## src/rtl/mspt_pkg.sv

```systemverilog
// Shared types and constants for the multi-slot period timer.
`default_nettype none

package mspt_pkg;

    localparam int CMD_W      = 3;
    localparam int SLOT_IDX_W = 4;
    localparam int NEW_PER_W  = 16;
    localparam int FIRED_W    = 8;
    localparam int TIME_W     = 32;
    localparam int IN_DATA_W  = 24;
    localparam int OUT_DATA_W = FIRED_W + TIME_W;

    typedef enum logic [CMD_W-1:0] {
        CMD_TICK   = 3'd0,
        CMD_ADD    = 3'd1,
        CMD_RELOAD = 3'd2,
        CMD_START  = 3'd3,
        CMD_STOP   = 3'd4
    } t_cmd;

    typedef struct packed {
        logic                  tick;
        logic                  add;
        logic                  reload;
        logic [SLOT_IDX_W-1:0] slot_index;
    } t_slot_ctrl;

endpackage

`default_nettype wire

```

## src/rtl/multi_slot_period_timer_top.sv

```systemverilog
// Top level of the multi-slot period timer: input register, control and result register.
`default_nettype none

// Multi-slot period timer. Each item carries a command (tick, add slot, reload,
// start, stop), a slot index and a period; each item gives exactly one result
// with the fired mask of slots that reached zero on that tick and the tick count
// after the item. One item is taken per clock cycle unless the result output is
// stalled; the item is first registered, and then all slot counters and the tick
// count update together while the result is registered.
// Slots at or beyond SLOT_COUNT are ignored; only slots 0 to 7 show in the mask.
module multi_slot_period_timer_top #(
    parameter int SLOT_COUNT  = 8,
    parameter int PERIOD_BITS = 16
) (
    input  logic                            i_clk,
    input  logic                            i_rst_n,
    input  logic                            i_s_axis_tvalid,
    output logic                            o_s_axis_tready,
    // [2:0] command, [6:3] slot_index, [22:7] new_period, [23] zero
    input  logic [mspt_pkg::IN_DATA_W-1:0]  i_s_axis_tdata,
    output logic                            o_m_axis_tvalid,
    input  logic                            i_m_axis_tready,
    // [7:0] fired_mask, [39:8] time_count
    output logic [mspt_pkg::OUT_DATA_W-1:0] o_m_axis_tdata
);
    import mspt_pkg::*;

    logic                  r_in_valid;
    logic [CMD_W-1:0]      r_in_cmd;
    logic [SLOT_IDX_W-1:0] r_in_slot;
    logic [NEW_PER_W-1:0]  r_in_period;

    logic                  r_out_valid;
    logic [FIRED_W-1:0]    r_out_fired;
    logic [TIME_W-1:0]     r_out_time;

    logic                  r_ticking;
    logic                  n_ticking;
    logic [TIME_W-1:0]     r_tick_total;
    logic [TIME_W-1:0]     n_tick_total;

    logic                  w_in_take;
    logic                  w_advance;
    logic [PERIOD_BITS-1:0] w_period;
    t_slot_ctrl            w_ctrl;
    logic [FIRED_W-1:0]    w_fired;

    assign w_advance       = r_in_valid && (!r_out_valid || i_m_axis_tready);
    assign o_s_axis_tready = !r_in_valid || w_advance;
    assign w_in_take       = i_s_axis_tvalid && o_s_axis_tready;

    generate
        if (PERIOD_BITS > NEW_PER_W) begin : g_per_wide
            assign w_period = {{(PERIOD_BITS-NEW_PER_W){1'b0}}, r_in_period};
        end else if (PERIOD_BITS == NEW_PER_W) begin : g_per_same
            assign w_period = r_in_period;
        end else begin : g_per_narrow
            assign w_period = r_in_period[PERIOD_BITS-1:0];
        end
    endgenerate

    always_comb begin
        w_ctrl            = '0;
        w_ctrl.slot_index = r_in_slot;
        n_ticking         = r_ticking;
        n_tick_total      = r_tick_total;
        if (w_advance) begin
            case (t_cmd'(r_in_cmd))
                CMD_TICK: begin
                    if (r_ticking) begin
                        w_ctrl.tick  = 1'b1;
                        n_tick_total = r_tick_total + TIME_W'(1);
                    end
                end
                CMD_ADD:    w_ctrl.add    = 1'b1;
                CMD_RELOAD: w_ctrl.reload = 1'b1;
                CMD_START: begin
                    n_tick_total = '0;
                    n_ticking    = 1'b1;
                end
                CMD_STOP:   n_ticking = 1'b0;
                default: ;
            endcase
        end
    end

    mspt_slot_bank #(
        .SLOT_COUNT  (SLOT_COUNT),
        .PERIOD_BITS (PERIOD_BITS)
    ) u_slot_bank (
        .i_clk    (i_clk),
        .i_rst_n  (i_rst_n),
        .i_ctrl   (w_ctrl),
        .i_period (w_period),
        .o_fired  (w_fired)
    );

    always_ff @(posedge i_clk) begin
        if (!i_rst_n) begin
            r_in_valid   <= 1'b0;
            r_out_valid  <= 1'b0;
            r_ticking    <= 1'b0;
            r_tick_total <= '0;
        end else begin
            if (w_in_take) begin
                r_in_valid <= 1'b1;
            end else if (w_advance) begin
                r_in_valid <= 1'b0;
            end
            if (w_advance) begin
                r_out_valid <= 1'b1;
            end else if (i_m_axis_tready) begin
                r_out_valid <= 1'b0;
            end
            r_ticking    <= n_ticking;
            r_tick_total <= n_tick_total;
        end
    end

    always_ff @(posedge i_clk) begin
        if (w_in_take) begin
            r_in_cmd    <= i_s_axis_tdata[CMD_W-1:0];
            r_in_slot   <= i_s_axis_tdata[CMD_W+SLOT_IDX_W-1:CMD_W];
            r_in_period <= i_s_axis_tdata[CMD_W+SLOT_IDX_W+NEW_PER_W-1:CMD_W+SLOT_IDX_W];
        end
        if (w_advance) begin
            r_out_fired <= w_fired;
            r_out_time  <= n_tick_total;
        end
    end

    assign o_m_axis_tvalid = r_out_valid;
    assign o_m_axis_tdata  = {r_out_time, r_out_fired};

endmodule

`default_nettype wire

```

## src/rtl/mspt_slot_bank.sv

```systemverilog
// Bank of slot countdown counters with active flags and fired detection.
`default_nettype none

module mspt_slot_bank #(
    parameter int SLOT_COUNT  = 8,
    parameter int PERIOD_BITS = 16
) (
    input  logic                       i_clk,
    input  logic                       i_rst_n,
    input  mspt_pkg::t_slot_ctrl       i_ctrl,
    input  logic [PERIOD_BITS-1:0]     i_period,
    output logic [mspt_pkg::FIRED_W-1:0] o_fired
);
    import mspt_pkg::*;

    logic [PERIOD_BITS-1:0] r_count [SLOT_COUNT];
    logic [PERIOD_BITS-1:0] n_count [SLOT_COUNT];
    logic [SLOT_COUNT-1:0]  r_active;
    logic [SLOT_COUNT-1:0]  n_active;
    logic [SLOT_COUNT-1:0]  w_fire;

    genvar s;
    generate
        for (s = 0; s < SLOT_COUNT; s++) begin : g_slot
            logic w_hit;
            assign w_hit     = (i_ctrl.slot_index == SLOT_IDX_W'(s));
            assign w_fire[s] = i_ctrl.tick && r_active[s]
                               && (r_count[s] == PERIOD_BITS'(1));

            always_comb begin
                n_count[s]  = r_count[s];
                n_active[s] = r_active[s];
                if (i_ctrl.tick && r_active[s] && (r_count[s] != '0)) begin
                    n_count[s] = r_count[s] - PERIOD_BITS'(1);
                end else if (i_ctrl.add && w_hit) begin
                    n_active[s] = 1'b1;
                    n_count[s]  = i_period;
                end else if (i_ctrl.reload && w_hit && r_active[s]) begin
                    n_count[s] = i_period;
                end
            end

            always_ff @(posedge i_clk) begin
                if (!i_rst_n) begin
                    r_count[s]  <= '0;
                    r_active[s] <= 1'b0;
                end else begin
                    r_count[s]  <= n_count[s];
                    r_active[s] <= n_active[s];
                end
            end
        end

        for (s = 0; s < FIRED_W; s++) begin : g_fired
            if (s < SLOT_COUNT) begin : g_shown
                assign o_fired[s] = w_fire[s];
            end else begin : g_absent
                assign o_fired[s] = 1'b0;
            end
        end
    endgenerate

endmodule

`default_nettype wire
```

## config.mk

```make
export PLATFORM = sky130hd
export DESIGN_NAME = multi_slot_period_timer_top
export DESIGN_NICKNAME = d
export VERILOG_FILES = /design/src/rtl/mspt_pkg.sv /design/src/rtl/multi_slot_period_timer_top.sv /design/src/rtl/mspt_slot_bank.sv
export SDC_FILE = /design/constraint.sdc
export NUM_CORES = 1
export LEC_CHECK = 0
export BUFFER_PORTS_ARGS = -buffer_cell sky130_fd_sc_hd__buf_2
export CORE_UTILIZATION = 60
export DETAILED_ROUTE_END_ITERATION = 10
export PLACE_DENSITY = 0.79
export SKIP_LAST_GASP = 1
export SYNTH_ARGS = -nofsm -noshare
export SYNTH_HDL_FRONTEND = slang
export SYNTH_HIERARCHICAL = 1
export SYNTH_SLANG_ARGS = --single-unit
```

## constraint.sdc

```tcl
create_clock -name i_clk -period 3.4 [get_ports i_clk]
set_input_delay 0.68 -clock i_clk [delete_from_list [all_inputs] [get_ports i_clk]]
set_output_delay 0.68 -clock i_clk [all_outputs]
set_load 0.02 [all_outputs]
```

==> impl_metrics.yaml <==
run_status:
  status: "finished, final reports clean"
yosys:
  synth_flop_cell: "dfxtp_1"
  syn-num-nets: 1468
  ys_seq_area_share_pct: 43.09
  synth-async-reset-ratio_pct: 0
  yosysWarnings: 6
  synthDistinctLibCells: 91
  synth_enable_flop_cells: 63
  netlist_instances: 1415
  avgSynthCellArea_sq_um: 8.717
  syn_area_sq_um: 12330
  ys_ff_latch: 234
clocking:
  postCtsSetupRepairBufs: 0
  postCtsHoldBufs: 0
  clk_pin_slew_worst_paths_ns: 0.06
  numCtsBuffers: 25
  cts_tree: "yes"
  cts_resized: 0
  cts_max_level: 1
  cts_root_buffer: "clkbuf_16"
  clock-sinks: 234
  cts.path.max_buffers: 3
  worstSkewPairLatency_ns: 0.53
timing:
  fin_crit_ns: 3.091
  maxSlewHeadroom_pct: 27.00
  finClkSkew_ns: 0.01503
  tightestPinTransition_ns: 1.083
  hold_viol_final: 0
  timing.final.crit_share_pct: 90.92
  setup_viol: 0
  rsz0062_at_grt: "no"
  clock.fmax_ghz: 0.3235
  final_max_slew_viol_count: 0
  setup_tns_ns: 0
global_routing:
  antenna_found_initial: 0
  grt_first_pass_wirelength_um: 54480
  grt_pass1_vias: 10630
  gr-total-overflow: 0
  globalRouteTotalUtil_pct: 31.53
  grt_max_degree: 80
drt:
  wl_per_cell_um: 19.13
  drc: 0
  vias_per_cell: 6.604
  drt-initial-drc-count: 1202
  first_pass_iters: 5
  num_vias: 11640
  drt-total-wl_um: 33730
  antenna_left: 0
final_layout:
  nets: 1527
  n_antenna_cell: 0
  final_cell_mix: "dfxtp_1, nor2_1, nand2_1"
  syn_to_final_growth_pct: 11.78
  final_common_cell: "dfxtp_1"
  drive_gt1_share_pct: 12.59
worst_setup_path:
  required_ns: 3.76
  rrSetupSlack_ns: 0.31
  cp_max_fo: 12
  cp-start-kind: "register"
  cp.arrival_ns: 3.45
  criticalPathCategory: "register to register"
  end_kind: "register"
power:
  power_frac_seq_pct: 50.4
  combPwrFrac_pct: 3.6
  p_int_mw: 4.591
  power_leakage_nw: 5.221
  power.density_nw_per_um2: 429.2
  p_sw_mw: 1.327
  switching_share_pct: 22.43
  ir_drop_v: 0.0004029
  clkPwrFrac_pct: 46.1
  total_power_mw: 5.918
die:
  num_io_pins: 70
  rows: 52
  fp.dieArea_sq_um: 21130
  initial_core_util_pct: 61.15
  die_x_um: 145.4
  die_y_um: 145.4
  coreArea_sq_um: 20170
run:
  cap_violations: 0
worst_hold_path:
  hold_path.class: "input pin to register"
placed_design:
  gp_congestion: 0.9519
  portBuffers: 68
  hpwl_um: 22180
area by class of cell:
type / instances / area, sq um
multi-input combinational: 1075 / 6556
fill: 1650 / 6382
sequential: 234 / 5315
clock buffer: 34 / 679.4
timing repair buffer: 107 / 645.6
tap: 270 / 337.8
clock inverter: 12 / 136.4
inverter: 31 / 116.4
logic make-up (layout without fill, tap and decap cells):
family | Yosys count | in the layout | synth area share, %
compound gates | 387 | 387 | 21.13
xor+xnor | 8 | 8 | 0.5681
fa+ha+maj | 25 | 25 | 2.536
buf+inv | 106 | 184 | 3.753
flops | 234 | 234 | 43.09
mux | 24 | 24 | 1.988
simple gates | 631 | 631 | 26.93
routing by layer:
metal | wire length, um | GRT usage (%)
met5 | 0 | 0
met4 | 1334 | 14.63
met3 | 2737 | 4.608
met2 | 15840 | 51.39
met1 | 13810 | 41.52
power groups by stage:
stage,Clock [mW],Combinational [mW],Sequential [mW]
final,2.73,0.211,2.98
after global routing,2.87,0.227,2.98
after CTS,2.76,0.210,2.98
after detailed placement,0,0.209,3.04
after global placement,0,0.205,3.04
after floorplan,0,0.118,3.01
sequential cells by signal, indices dropped and copies added (netlist names):
signal	flops
r_out_time	32
r_in_period	16
o_m_axis_tvalid	1
r_out_fired	8
r_ticking	1
u_slot_bank/r_active	8
r_tick_total	32
r_in_slot	4
r_in_cmd	3
u_slot_bank/r_count	128
r_in_valid	1
cell usage after synthesis, types with 27 or more instances:
| cell | number | area, sq um |
|---|---|---|
| dfxtp_1 | 171 | 3423 |
| a21oi_1 | 111 | 555.5 |
| nor3_1 | 66 | 330.3 |
| edfxtp_1 | 63 | 1892 |
| inv_1 | 31 | 116.4 |
| nor2_1 | 137 | 514.2 |
| a31oi_1 | 37 | 231.5 |
| o21ai_0 | 62 | 310.3 |
| nand2_1 | 127 | 476.7 |
| nand3_1 | 58 | 290.3 |
| clkbuf_1 | 50 | 187.7 |
| and3_1 | 27 | 168.9 |
| nand4_1 | 37 | 231.5 |
| and2_1 | 42 | 262.8 |
worst max-delay path, stage by stage (launching register included):
cell,delay (ns)
edfxtp_1,0.50
or2_1,0.38
nor3_2,0.15
and2_1,0.34
buf_4,0.22
nand2_1,0.08
a41o_1,0.35
nor3b_1,0.29
nor3_1,0.08
a2111oi_0,0.53
worst paths after layout:
kind,startpoint,end,cells after the start
setup / recovery,r_in_cmd[0],u_slot_bank/r_count[1][37],9
hold / removal,i_s_axis_tdata[1],r_in_cmd[1],1
setup reg to reg,r_in_cmd[0],u_slot_bank/r_count[1][37],9
hold reg to reg,u_slot_bank/r_count[1][47],u_slot_bank/r_count[1][47],2
per-stage QoR:
stage          cell area (sq um)  worst slack (ns)  hold WS (ns)  utilization [%]  cells
2_1_floorplan              12330            0.6077        0.4295                -   1415
3_3_place_gp               12970            0.5163        0.4419            64.31   1717
3_5_place_dp               12970            0.4148        0.4593            64.31   1717
4_1_cts                    13790            0.4184        0.3116            68.36   1763
5_1_grt                    13790            0.1338        0.3138            68.36   1763
6_report                   13790            0.3086        0.3278            68.36   1763
Power figures use the tool's default switching activity.
